--- config.mk ---
export PLATFORM = sky130hd
export DESIGN_NAME = dcc_ctrl
export DESIGN_NICKNAME = d
export VERILOG_FILES = /design/src/hdl/dcc_pkg.sv /design/src/hdl/dcc_ctrl.sv
export SDC_FILE = /design/constraint.sdc
export NUM_CORES = 1
export LEC_CHECK = 0
export ABC_CLOCK_PERIOD_IN_PS = 2480
export BUFFER_PORTS_ARGS = -buffer_cell sky130_fd_sc_hd__clkbuf_2
export CAP_MARGIN = 30
export CORE_ASPECT_RATIO = 1.1
export CORE_MARGIN = 4
export CORE_UTILIZATION = 53
export DETAILED_ROUTE_END_ITERATION = 6
export PLACE_DENSITY = 0.74
export SLEW_MARGIN = 25
export SYNTH_ARGS = -nofsm -noshare
export SYNTH_HDL_FRONTEND = slang
export SYNTH_SLANG_ARGS = --single-unit
export TNS_END_PERCENT = 1
--- constraint.sdc ---
create_clock -name clk -period 2.48 [get_ports clk]
set_input_delay 0.62 -clock clk [delete_from_list [all_inputs] [get_ports clk]]
set_output_delay 0.62 -clock clk [all_outputs]
set_load 0.03 [all_outputs]
--- src/hdl/dcc_pkg.sv ---
// ----------------------------------------------------------------------------
// dcc_pkg
// Types and codes shared by the convolution controller, datapath and checker.
// ----------------------------------------------------------------------------
`default_nettype none
package dcc_pkg;

  typedef enum logic [1:0] {
    REQ_WEIGHT = 2'd0,
    REQ_BIAS   = 2'd1,
    REQ_SAMPLE = 2'd2,
    REQ_START  = 2'd3
  } req_kind_t;

  localparam logic [1:0] CFG_IN_CHANNELS  = 2'd0;
  localparam logic [1:0] CFG_OUT_CHANNELS = 2'd1;
  localparam logic [1:0] CFG_KERNEL_TAPS  = 2'd2;
  localparam logic [1:0] CFG_DILATION     = 2'd3;

  localparam int CFG_IDX_W  = 2;
  localparam int CFG_DATA_W = 5;

  // controller -> datapath
  typedef struct packed {
    logic wr_weight;  // store incoming weight
    logic wr_bias;    // store incoming bias
    logic wr_hist;    // store incoming sample
    logic mac;        // issue one multiply-accumulate
    logic tap_ok;     // tap lies inside valid history
    logic first;      // first product of an output channel
    logic emit;       // round accumulator into output register
    logic last_co;    // emitted result is last of the step
  } dcc_cmd_t;

  // datapath -> controller
  typedef struct packed {
    logic out_fire;   // result transaction completed
  } dcc_status_t;

endpackage
`default_nettype wire

--- src/hdl/dcc_ctrl.sv ---
// ----------------------------------------------------------------------------
// dcc_ctrl
// Sequencer: config registers, step bookkeeping and MAC loop counters.
// ----------------------------------------------------------------------------
`default_nettype none
module dcc_ctrl #(
  parameter int MAX_IN_CHANNELS  = 16,
  parameter int MAX_OUT_CHANNELS = 16,
  parameter int MAX_TAPS         = 8,
  parameter int MAX_DILATION     = 16,
  parameter int HISTORY_STEPS    = 128,
  localparam int WD   = MAX_OUT_CHANNELS * MAX_IN_CHANNELS * MAX_TAPS,
  localparam int WAW  = (WD > 1) ? $clog2(WD) : 1,
  localparam int HD   = HISTORY_STEPS * MAX_IN_CHANNELS,
  localparam int HAW  = (HD > 1) ? $clog2(HD) : 1,
  localparam int COW  = (MAX_OUT_CHANNELS > 1) ? $clog2(MAX_OUT_CHANNELS) : 1
) (
  input  wire logic                       clk,
  input  wire logic                       rst_n,
  input  wire logic                       cfg_we,
  input  wire logic [dcc_pkg::CFG_IDX_W-1:0]  cfg_index,
  input  wire logic [dcc_pkg::CFG_DATA_W-1:0] cfg_wdata,
  input  wire logic                       in_valid,
  output logic                            in_ready,
  input  wire logic [1:0]                 in_req_type,
  input  wire dcc_pkg::dcc_status_t       status,
  output dcc_pkg::dcc_cmd_t               cmd,
  output logic [HAW-1:0]                  hist_waddr,
  output logic [HAW-1:0]                  hist_raddr,
  output logic [WAW-1:0]                  w_raddr,
  output logic [COW-1:0]                  co
);
  import dcc_pkg::*;

  localparam int HW  = (HISTORY_STEPS > 1) ? $clog2(HISTORY_STEPS) : 1;
  localparam int CNW = $clog2(MAX_IN_CHANNELS + 1);
  localparam int CIW = (MAX_IN_CHANNELS > 1) ? $clog2(MAX_IN_CHANNELS) : 1;
  localparam int KIW = (MAX_TAPS > 1) ? $clog2(MAX_TAPS) : 1;
  localparam int SSW = $clog2(HISTORY_STEPS + 1);
  localparam int LW  = $clog2(MAX_TAPS * MAX_DILATION + 1);
  localparam int CMW = (LW > SSW) ? LW : SSW;
  localparam int SLW = HW + 7;

  typedef enum logic [2:0] {S_IDLE, S_RUN, S_DRAIN, S_EMIT, S_WAIT} state_t;

  state_t           state_r;
  logic [4:0]       in_ch_r, out_ch_r, dil_r;
  logic [3:0]       taps_r;
  logic [HW-1:0]    head_r;
  logic [CNW-1:0]   count_r;
  logic [SSW-1:0]   steps_r;
  logic [CIW-1:0]   ci_r;
  logic [KIW-1:0]   ki_r;
  logic [COW-1:0]   co_r;
  logic [WAW-1:0]   widx_r;
  logic [LW-1:0]    lag_r;
  logic [HW-1:0]    slot_r;
  logic             drain_r;

  logic [4:0] cin, cout, dil;
  logic [3:0] taps;
  logic       fire, is_sample, step_done, ci_end, ki_end, co_end;
  logic [SLW-1:0] slot_nxt;

  function automatic logic [4:0] clamp5(input logic [4:0] v, input int hi);
    logic [4:0] r;
    if (v == 5'd0) r = 5'd1;
    else if (32'(v) > hi) r = 5'(hi);
    else r = v;
    return r;
  endfunction

  always_comb begin
    cin  = clamp5(in_ch_r, MAX_IN_CHANNELS);
    cout = clamp5(out_ch_r, MAX_OUT_CHANNELS);
    dil  = clamp5(dil_r, MAX_DILATION);
    taps = 4'(clamp5({1'b0, taps_r}, MAX_TAPS));
  end

  assign in_ready  = (state_r == S_IDLE);
  assign fire      = in_valid && in_ready;
  assign is_sample = (in_req_type == REQ_SAMPLE);
  assign step_done = (8'(count_r) + 8'd1) >= 8'(cin);
  assign ci_end    = 8'(ci_r) == 8'(cin) - 8'd1;
  assign ki_end    = 8'(ki_r) == 8'(taps) - 8'd1;
  assign co_end    = 8'(co_r) == 8'(cout) - 8'd1;

  // previous tap's slot, wrapping around the ring of history steps
  always_comb begin
    if (SLW'(slot_r) >= SLW'(dil)) slot_nxt = SLW'(slot_r) - SLW'(dil);
    else slot_nxt = SLW'(slot_r) + SLW'(HISTORY_STEPS) - SLW'(dil);
  end

  always_comb begin
    cmd           = '0;
    cmd.wr_weight = fire && (in_req_type == REQ_WEIGHT);
    cmd.wr_bias   = fire && (in_req_type == REQ_BIAS);
    cmd.wr_hist   = fire && is_sample && (32'(count_r) < MAX_IN_CHANNELS);
    cmd.mac       = (state_r == S_RUN);
    cmd.tap_ok    = (CMW'(lag_r) <= CMW'(steps_r)) && (32'(lag_r) < HISTORY_STEPS);
    cmd.first     = (ki_r == '0) && (ci_r == '0);
    cmd.emit      = (state_r == S_EMIT);
    cmd.last_co   = co_end;
  end

  assign hist_waddr = HAW'(head_r) * HAW'(MAX_IN_CHANNELS) + HAW'(count_r);
  assign hist_raddr = HAW'(slot_r) * HAW'(MAX_IN_CHANNELS) + HAW'(ci_r);
  assign w_raddr    = widx_r;
  assign co         = co_r;

  always_ff @(posedge clk) begin
    if (!rst_n) begin
      state_r  <= S_IDLE;
      in_ch_r  <= 5'd1;
      out_ch_r <= 5'd1;
      taps_r   <= 4'd1;
      dil_r    <= 5'd1;
      head_r   <= '0;
      count_r  <= '0;
      steps_r  <= '0;
      ci_r     <= '0;
      ki_r     <= '0;
      co_r     <= '0;
      widx_r   <= '0;
      lag_r    <= '0;
      slot_r   <= '0;
      drain_r  <= 1'b0;
    end else begin
      if (cfg_we) begin
        unique case (cfg_index)
          CFG_IN_CHANNELS:  in_ch_r  <= cfg_wdata;
          CFG_OUT_CHANNELS: out_ch_r <= cfg_wdata;
          CFG_KERNEL_TAPS:  taps_r   <= cfg_wdata[3:0];
          CFG_DILATION:     dil_r    <= cfg_wdata;
          default: ;
        endcase
      end
      unique case (state_r)
        S_IDLE: begin
          if (fire && (in_req_type == REQ_START)) begin
            count_r <= '0;
            steps_r <= '0;
          end else if (fire && is_sample) begin
            if (step_done) begin
              count_r <= '0;
              state_r <= S_RUN;
              ci_r    <= '0;
              ki_r    <= '0;
              co_r    <= '0;
              widx_r  <= '0;
              lag_r   <= '0;
              slot_r  <= head_r;
            end else begin
              count_r <= count_r + CNW'(1);
            end
          end
        end
        S_RUN: begin
          widx_r <= widx_r + WAW'(1);
          if (ci_end) begin
            ci_r <= '0;
            if (ki_end) begin
              state_r <= S_DRAIN;
              drain_r <= 1'b0;
            end else begin
              ki_r   <= ki_r + KIW'(1);
              lag_r  <= lag_r + LW'(dil);
              slot_r <= HW'(slot_nxt);
            end
          end else begin
            ci_r <= ci_r + CIW'(1);
          end
        end
        S_DRAIN: begin
          drain_r <= 1'b1;
          if (drain_r) state_r <= S_EMIT;
        end
        S_EMIT: state_r <= S_WAIT;
        S_WAIT: begin
          if (status.out_fire) begin
            if (co_end) begin
              state_r <= S_IDLE;
              head_r  <= (32'(head_r) == HISTORY_STEPS - 1) ? '0 : head_r + HW'(1);
              if (32'(steps_r) < HISTORY_STEPS) steps_r <= steps_r + SSW'(1);
            end else begin
              state_r <= S_RUN;
              co_r    <= co_r + COW'(1);
              ci_r    <= '0;
              ki_r    <= '0;
              lag_r   <= '0;
              slot_r  <= head_r;
            end
          end
        end
        default: state_r <= S_IDLE;
      endcase
    end
  end

endmodule
`default_nettype wire

==> flow_summary.ini, run 1 <==
[yosys]
synth_fp_nets = 637
synth-adder-area-share = 0.103
synthesis.area_mm2 = 0.00488
yosys_warnings = 0
synth.avg_cell_area_um2 = 8.36
synth.area.mux_share = 0.0433
synth_cell_types = 62
yosys.area_share.simple = 0.233
synth-compound-area-share = 0.177
synth_top_family_by_area = simple AND/OR/NAND/NOR gates
postSynthCellCount = 584
synth_flop_cell = dfxtp_1
synth-xor-area-share = 0.0574
synth_enable_flop_cells = 0
ys_seq_area_frac = 0.328
synth-async-reset-ratio = 0
ys_seq_elements = 80

[setup_path]
critical_path_buf_inv_count = 4
cp.depth = 14
critPathSlowestCell = dfxtp_2
path_max_fanout = 10
r2r_slack_ps = -230
endpoint = lag_r[2]$_SDFFE_PN0P_
end_kind = register
worst-setup-path-type = reg -> reg
startpoint = in_ch_r[1]$_SDFFE_PN0P_
timing.critical_path.max_delay_family = compound AO/OA/AOI/OAI gates
path_cells = nor3_2 -> o21ai_2 -> buf_4 -> ha_2 -> xnor2_2 -> xnor2_1 -> o2111ai_2 -> o31a_1 -> a2111oi_4 -> buf_6 -> buf_12 -> buf_8 -> nand4_1 -> o21ai_0
arrival_ps = 3030
reg2reg_to = lag_r[2]$_SDFFE_PN0P_
critical_path_required_ps = 2800
worstSetupStartpointType = register
rr_startpoint = in_ch_r[1]$_SDFFE_PN0P_
rr_worst_depth = 14
cpPeakStageDelay_ps = 330

[timing]
maxSlewViolCount = 0
finalHoldViolCount = 0
tightestPinTransition_ps = 617
fin_ws_ps = -229
finalCritPeriodShare = 1.09
grt_setup_unrepaired = yes
skew_ps = 15.6
timing.fmax_mhz = 369
finalCriticalPeriod_ps = 2710
slew_headroom = 0.586
setup_violations = 26

[final_layout]
antenna_cells = 0
syn_to_final_growth_pct = 27.7
fin_area_mm2 = 0.00623
regArea_mm2 = 0.00163
drive_above_1_share = 0.295
n_fill_cell = 704
finalNonFillerCells = 816
finalNetCount = 750
multi_input_area_mm2 = 0.00325

[routing]
finalWirelength_um = 13500
drtAntennaViolNets = 0
drt_iter0_markers = 323
via_per_inst = 5.83
post-route-drc-count = 0
vias = 4758
post_drt_wl_per_cell_um = 16.6
drtPass1Iterations = 5

[clocking]
cts.clk_slew.worst_paths_ps = 100
clockBufferDepth = 2
clock-root-buffer = clkbuf_8
clock_latency_ps = 380
numCtsBuffers = 9
htreeDepth = 3
cts.sinks = 80
cts_tree = done

[run_status]
violations = negative setup slack
status = finished, violations left

[die]
num_io_pins = 60
initial_utilization = 0.547
die_h_um = 109
die-area_mm2 = 0.0108
dieWidth_um = 99.5
core-area_mm2 = 0.00892
rows = 36

[global_routing]
grt_pass1_wl_um = 21900
antenna_found_initial = 0
grt_max_degree = 37
grt_pass1_vias = 4738
grtUsageTotal = 0.252
grt_overflow = 0

[placed_design]
dp.cells = 791
io_buffer_count = 59
dpl_worst_slack_ps = -249
placed_cell_area_mm2 = 0.00562
dpl.hpwl_um = 9310
globalplace.congestion = 0.854

[power]
ir_drop_v = 0.000446
total_power_mw = 4.20
p_leak_nw = 2.71
power_density_mw_per_mm2 = 674

[flow_run]
drv_cap = 0

[min_path]
hold_path.class = reg -> reg
==> cell usage after synthesis, drive strengths merged, types with 4 or more instances <==
library cell,number,area [um^2]
o2111ai,5,43.8
clkbuf,17,104
nand3,30,150
and2,5,32.5
o211ai,6,45.0
nand2,55,206
mux2i,20,200
or3,8,51.3
buf,8,67.6
o21ai,26,130
nand4,10,62.6
a21oi,26,134
a211oi,5,42.5
inv,27,101
ha,37,463
nor3,14,75.1
nor2b,7,43.8
o21a,7,52.6
xnor2,22,193
dfxtp,80,1600
a32o,5,50.1
nand3b,4,30.0
a21o,6,45.0
nor4,12,75.1
nor2,65,244
a22oi,6,45.0
o31ai,10,75.1
nand2b,7,43.8
and3,5,31.3
xor2,10,87.6
==> cells by family after synthesis <==
kind of cell               count (synthesis)
xor gates and xnor gates                  32
buffers and inverters                     54
and+or+nand+nor                          234
AOI/OAI and AO/OA                        124
DFF                                       80
muxes                                     21
adders and majority gates                 39
==> placed cells by master (no fill, tap or decap), types with 20 or more instances in the layout <==
cell      instances
mux2i_1          20
a21oi_1          22
dfxtp_1          67
nand2_1          55
buf_4            60
inv_1            25
clkbuf_2         53
xnor2_1          20
nand3_1          27
ha_1             31
nor2_1           63
==> per-layer routing <==
metal | wire, um | vias up | GRT usage | part of all wire
met3 | 702 | 30 | 0.0544 | 0.052
li1 | - | 2324 | - | -
met1 | 5660 | 2273 | 0.310 | 0.42
met5 | 0 | - | 0 | 0
met4 | 333 | 0 | 0.104 | 0.025
met2 | 6820 | 131 | 0.427 | 0.50
==> through the flow <==
step | setup TNS (ps) | utilization | hold WS (ps)
after global routing | -9480 | 0.699 | 520
final | -4140 | 0.699 | 488
after global placement | -2760 | 0.631 | 468
after CTS | -4290 | 0.682 | 485
after floorplan | -3460 | - | 445
after detailed placement | -4530 | 0.631 | 473
==> tightest hold or removal path, stage by stage, from the launching register on <==
cell and delay [ps]:
dfxtp_2 350, nand3_1 70, nand2_1 40
==> final cells by class <==
type,instances,share of cell area
clock buffer,9,0.0199
multi-input combinational,450,0.521
sequential,80,0.261
inverter,29,0.0181
timing repair buffer,127,0.149
clock inverter,7,0.00863
tap,114,0.0229
==> timing repair <==
action | CTS | global route
setup buffers | 7 | 1
gates cloned | 2 | 0
gates resized for setup | 50 | 38
endpoints found under the setup margin | 40 | 61
hold buffers | 0 | 0
pin swaps | 22 | 10
==> sequential cells by signal, indices dropped and copies added (netlist names) <==
name / count
w_raddr: 11
lag_r: 8
steps_r: 8
head_r: 7
slot_r: 7
count_r: 5
dil_r: 5
in_ch_r: 5
out_ch_r: 5
ci_r: 4
co: 4
taps_r: 4
ki_r: 3
state_r: 3
drain_r: 1
==> power by group <==
group          internal, mW  leakage [nW]  switching (mW)
Clock                 0.370        0.0822           0.551
Sequential             1.35         0.654          0.0724
Combinational         0.819          1.98            1.04
Total                  2.54          2.71            1.66
==> worst min-delay path by stage <==
stage,start,to,slack (ps),depth (start not counted)
4_1_cts,steps_r[1]$_SDFFE_PN0P_,steps_r[1]$_SDFFE_PN0P_,490,2
3_5_place_dp,dil_r[0]$_SDFFE_PN1P_,dil_r[0]$_SDFFE_PN1P_,470,2
6_report,steps_r[1]$_SDFFE_PN0P_,steps_r[1]$_SDFFE_PN0P_,490,2
2_1_floorplan,dil_r[0]$_SDFFE_PN1P_,dil_r[0]$_SDFFE_PN1P_,450,2
3_3_place_gp,dil_r[0]$_SDFFE_PN1P_,dil_r[0]$_SDFFE_PN1P_,470,2
5_1_grt,steps_r[1]$_SDFFE_PN0P_,steps_r[1]$_SDFFE_PN0P_,520,2
Note: power is estimated with default switching activity, not from simulation.
==> inputs of run 2 (changes only) <==
SETUP_SLACK_MARGIN = 0.5   (was unset)
==> run 2 against run 1 <==
The run still ends with negative setup slack left; critical path type is now reg -> out; cell area is 1.6% higher; combinational power is 6% lower; utilization is 1.1 points higher; non-clock buffer count is 6 lower; global-route usage is 0.58 points lower; clock-buffer cell count is 5 higher.
==> flow_summary.ini, run 2 (synthesized netlist as in run 1, its figures left out) <==
[setup_path]
worstSetupStartpointType = register
reg2reg_to = slot_r[6]$_SDFFE_PN0P_
rr_worst_depth = 11
critical_path_required_ps = 1860
startpoint = out_ch_r[1]$_SDFFE_PN0P_
worst-setup-path-type = reg -> out
end_kind = output pin
rr_startpoint = in_ch_r[3]$_SDFFE_PN0P_
path_max_fanout = 2
arrival_ps = 2100
r2r_slack_ps = -140
endpoint = cmd[0]

[routing]
via_per_inst = 5.82
post-route-drc-count = 0
drt_iter0_markers = 311
finalWirelength_um = 13000
vias = 4713
drtAntennaViolNets = 0
drtPass1Iterations = 5
post_drt_wl_per_cell_um = 16.1

[final_layout]
largest_register_ffs = 11
finalNetCount = 744
utilization = 0.710
syn_to_final_growth_pct = 29.7
drive_above_1_share = 0.323
layout_commonest_cell = nor2_1
layout_common_cells = 63 x nor2_1, 61 x dfxtp_1, 61 x buf_4, 50 x nand2_1, 45 x clkbuf_2
multi_input_area_mm2 = 0.00333
regArea_mm2 = 0.00163
antenna_cells = 0
n_fill_cell = 661

[clocking]
clock-root-buffer = clkbuf_8
cts_tree = done
cts.sinks = 80
clockBufferDepth = 2
cts.clk_slew.worst_paths_ps = 80
clock_latency_ps = 360
htreeDepth = 3
numCtsBuffers = 9

[power]
ir_drop_v = 0.000381
power_switching_mw = 1.54
power.internal_mw = 2.67
seq_power_share = 0.340
power.share.clock = 0.248
power_density_mw_per_mm2 = 664
p_comb_frac = 0.411
swShare = 0.365
p_leak_nw = 2.75

[timing]
tightestPinTransition_ps = 430
finalCritPeriodShare = 1.10
skew_ps = 7.77
finalHoldViolCount = 0
slew_headroom = 0.712
fin_ws_ps = -238
maxSlewViolCount = 0
setup_violations = 28
timing.fmax_mhz = 368
whs_ps = 485
finalCriticalPeriod_ps = 2720
grt_setup_unrepaired = yes

[flow_run]
drv_cap = 0

[placed_design]
globalplace.congestion = 0.844
io_buffer_count = 59
dpl.hpwl_um = 9180

[run_status]
status = finished, violations left
violations = negative setup slack

[die]
die-area_mm2 = 0.0108
dieWidth_um = 99.5
num_io_pins = 60
rows = 36
core-area_mm2 = 0.00892
initial_utilization = 0.547
die_h_um = 109

[global_routing]
grt_max_degree = 36
grt_pass1_vias = 4699
grt_pass1_wl_um = 21700
grtUsageTotal = 0.246
antenna_found_initial = 0
grt_overflow = 0

[min_path]
hold_path.class = reg -> reg
min_from = steps_r[1]$_SDFFE_PN0P_
## run 2: cell count changes in the layout (fill, tap and decap cells not counted), sizes merged
cell      delta
bufinv       +1
clkinv       -1
inv          -1
buf          -2
clkinvlp     -4
clkbuf       +1
## run 2: critical path: stages, from the launching register on
cell and delay [ps]:
dfxtp_2 330, nor3_2 200, o21ai_1 90, ha_2 300
xnor2_2 140, a21oi_2 100, o211ai_1 130, buf_4 180
nor2_4 130, buf_8 140
## run 2: layout make-up
class,count,area share
clock inverter,2,0.00553
timing repair buffer,121,0.141
tap,114,0.0225
inverter,29,0.0188
multi-input combinational,450,0.526
sequential,80,0.258
clock buffer,14,0.0289
## run 2: metal layers
layer	vias up	track usage	wire length (um)
li1	2307	-	-
met1	2263	0.309	5540
met2	125	0.426	6680
met3	18	0.0397	628
met4	0	0.0878	202
met5	-	0	0
## run 2: metrics by stage
step	cell area, um^2	total power, mW	instances	setup WS, ps	setup TNS, ps
floorplan	4930	2.50	584	-161	-2290
global placement	5640	2.92	788	-137	-2440
detailed placement	5640	2.97	788	-192	-3900
CTS	6200	4.14	809	-218	-1550
global route	6330	4.44	810	-346	-8460
finish	6330	4.21	810	-238	-1910
## run 2: worst min-delay path by stage
stage                                         end  slack [ps]  depth (start not counted)
after floorplan             dil_r[0]$_SDFFE_PN1P_         450                          2
after global placement      dil_r[0]$_SDFFE_PN1P_         460                          2
after detailed placement  steps_r[7]$_SDFFE_PN0P_         490                          2
after CTS                 steps_r[1]$_SDFFE_PN0P_         490                          2
after global routing      steps_r[1]$_SDFFE_PN0P_         510                          2
final                     steps_r[1]$_SDFFE_PN0P_         490                          2
## run 2: power groups by stage
stage	clock network (mW)	registers (mW)	logic, mW
floorplan	0	1.51	0.983
global placement	0	1.45	1.48
detailed placement	0	1.45	1.52
CTS	1.07	1.43	1.64
global route	1.12	1.44	1.88
finish	1.04	1.43	1.73
## run 2: what timing repair did
item	4_1_cts	5_1_grt
gates resized for setup	89	38
endpoints found under the setup margin	75	75
setup buffers	5	1
hold buffers	0	0
cloned	0	0
pin swaps	44	25
==> inputs of run 3 (changes only) <==
ABC_CLOCK_PERIOD_IN_PS = 3300   (was 2480)
CORE_UTILIZATION = 55   (was 53)
PLACE_DENSITY = 0.73   (was 0.74)
clock period = 3.3 ns   (was 2.48 ns; I/O delays follow)
==> run 3 against run 2 <==
Critical path depth increased by 2; sequential power decreased by 24%; clock-buffer cell count decreased by 3; clock power decreased by 14%; setup slack improved by 650 ps; sequential share of layout area increased by 2.5 points; the run now ends clean; first-iteration DRC count decreased by 14%; power decreased by 26%; combinational power decreased by 35%; clock skew increased by 9.8 ps; die area decreased by 3.4%; wire length decreased by 5.8%.
==> flow_summary.ini, run 3 (synthesized netlist as in run 1, its figures left out) <==
[routing]
drt_iter0_markers = 266
via_per_inst = 5.86
post-route-drc-count = 0
drtAntennaViolNets = 0
finalWirelength_um = 12300
vias = 4513
drtPass1Iterations = 4
post_drt_wl_per_cell_um = 16.0

[clocking]
clock-root-buffer = clkbuf_8
cts_tree = done
clockBufferDepth = 2
numCtsBuffers = 9
cts.clk_slew.worst_paths_ps = 80
clock_latency_ps = 370
postCtsHoldBufs = 0
htreeDepth = 3
cts.sinks = 80

[setup_path]
end_kind = register
cpMostUsedCell = xnor2_1
path_max_fanout = 17
worstSetupStartpointType = register
arrival_ps = 3130
critical_path_required_ps = 3550
cpPeakStageDelay_ps = 420
critical_path_buf_inv_count = 1
timing.critical_path.max_delay_family = compound AO/OA/AOI/OAI gates
rr_worst_depth = 11
cp.depth = 11
worst-setup-path-type = reg -> reg
rr_startpoint = in_ch_r[1]$_SDFFE_PN0P_
startpoint = in_ch_r[1]$_SDFFE_PN0P_
path_cells = nor3_2 -> o21ai_2 -> ha_1 -> xnor2_1 -> xnor2_1 -> o2111ai_2 -> o31a_1 -> a2111oi_4 -> buf_12 -> o21ai_1 -> a32o_1
critPathSlowestCell = a2111oi_4

[timing]
finalCritPeriodShare = 0.875
grt_setup_unrepaired = yes
fin_ws_ps = 412
maxSlewViolCount = 0
setup_violations = 0
timing.fmax_mhz = 346
slew_headroom = 0.417
tns_ps = 0
tightestPinTransition_ps = 873
skew_ps = 17.6
finalCriticalPeriod_ps = 2890
finalHoldViolCount = 0

[final_layout]
syn_to_final_growth_pct = 17.8
antenna_cells = 0
finalNetCount = 707
layout_common_cells = 70 x dfxtp_1, 64 x nor2_1, 55 x nand2_1, 55 x clkbuf_2, 33 x ha_1
largest_register_ffs = 11
layout_commonest_cell = dfxtp_1
drive_above_1_share = 0.211

[die]
core-area_mm2 = 0.00850
rows = 35
die_h_um = 107
die-area_mm2 = 0.0104
dieWidth_um = 97.8
num_io_pins = 60
initial_utilization = 0.574

[global_routing]
grt_max_degree = 41
grtUsageTotal = 0.237
grt_pass1_wl_um = 20400
grt_overflow = 0
antenna_found_initial = 0
grt_pass1_vias = 4319

[power]
power.internal_mw = 1.99
power.share.clock = 0.288
seq_power_share = 0.347
power_density_mw_per_mm2 = 540
p_comb_frac = 0.365
p_leak_nw = 2.49
power_switching_mw = 1.11
ir_drop_v = 0.000299
swShare = 0.358

[placed_design]
dpl.hpwl_um = 8830
globalplace.congestion = 0.835
dpl_worst_slack_ps = 350
io_buffer_count = 59

[min_path]
hold_depth = 2
hold_path.class = reg -> reg
min_from = lag_r[4]$_SDFFE_PN0P_

[flow_run]
drv_cap = 0

[run_status]
status = complete, no violations
## run 3: cell types whose count changed in the layout (fill, tap and decap cells not counted), moves of 5 or more
cell / before / now
nand2_1: 50 / 55
dfxtp_2: 17 / 7
buf_4: 61 / 22
o21ai_1: 11 / 5
clkbuf_2: 45 / 55
ha_1: 27 / 33
dfxtp_1: 61 / 70
o21ai_0: 13 / 19
clkbuf_8: 17 / 11
## run 3: through the flow
stage                     instances  utilization  power, mW  hold WS [ps]  area (um^2)
after global routing            770        0.676       3.26           522         5750
after floorplan                 584            -       1.86           445         4880
after global placement          739        0.618       2.07           479         5250
final                           770        0.676       3.10           500         5750
after detailed placement        739        0.618       2.09           479         5250
after CTS                       765        0.670       3.07           501         5690
## run 3: worst paths after layout
path                                                to  slack [ps]
worst max-delay path            slot_r[6]$_SDFFE_PN0P_         410
worst min-delay path             lag_r[4]$_SDFFE_PN0P_         500
worst max register to register  slot_r[6]$_SDFFE_PN0P_         410
worst min register to register   lag_r[4]$_SDFFE_PN0P_         500
## run 3: worst register-to-register path: cells and delay by family (launching register included)
| kind | cells | cell delay, ps |
|---|---|---|
| and+or+nand+nor | 1 | 210 |
| xor gates and xnor gates | 2 | 370 |
| DFF | 1 | 350 |
| adders and majority gates | 1 | 260 |
| buffers and inverters | 1 | 210 |
| AOI/OAI and AO/OA | 6 | 1370 |
## run 3: area by class of cell
| class | count | area, um^2 |
|---|---|---|
| clock inverter | 5 | 104 |
| multi-input combinational | 450 | 3080 |
| fill | 731 | 2750 |
| tap | 111 | 139 |
| inverter | 29 | 109 |
| sequential | 80 | 1620 |
| clock buffer | 11 | 141 |
| timing repair buffer | 84 | 549 |
## run 3: layer usage
layer,track usage,vias to the layer above,share of wire
met1,0.300,2160,0.45
met5,0,-,0
met4,0.0653,0,0.017
met3,0.0475,17,0.043
met2,0.411,97,0.49
li1,-,2239,-
## run 3: repair_timing
action | 4_1_cts | 5_1_grt
cloned | 1 | 0
gates resized for setup | 34 | 5
pin swaps | 11 | 6
setup endpoints to repair | 24 | 42
setup buffers | 9 | 5
## run 3: power groups by stage
stage / Sequential (mW) / Clock [mW] / Combinational, mW
finish: 1.08 / 0.894 / 1.13
global route: 1.08 / 0.946 / 1.23
floorplan: 1.14 / 0 / 0.726
CTS: 1.07 / 0.902 / 1.10
detailed placement: 1.10 / 0 / 0.995
global placement: 1.09 / 0 / 0.970
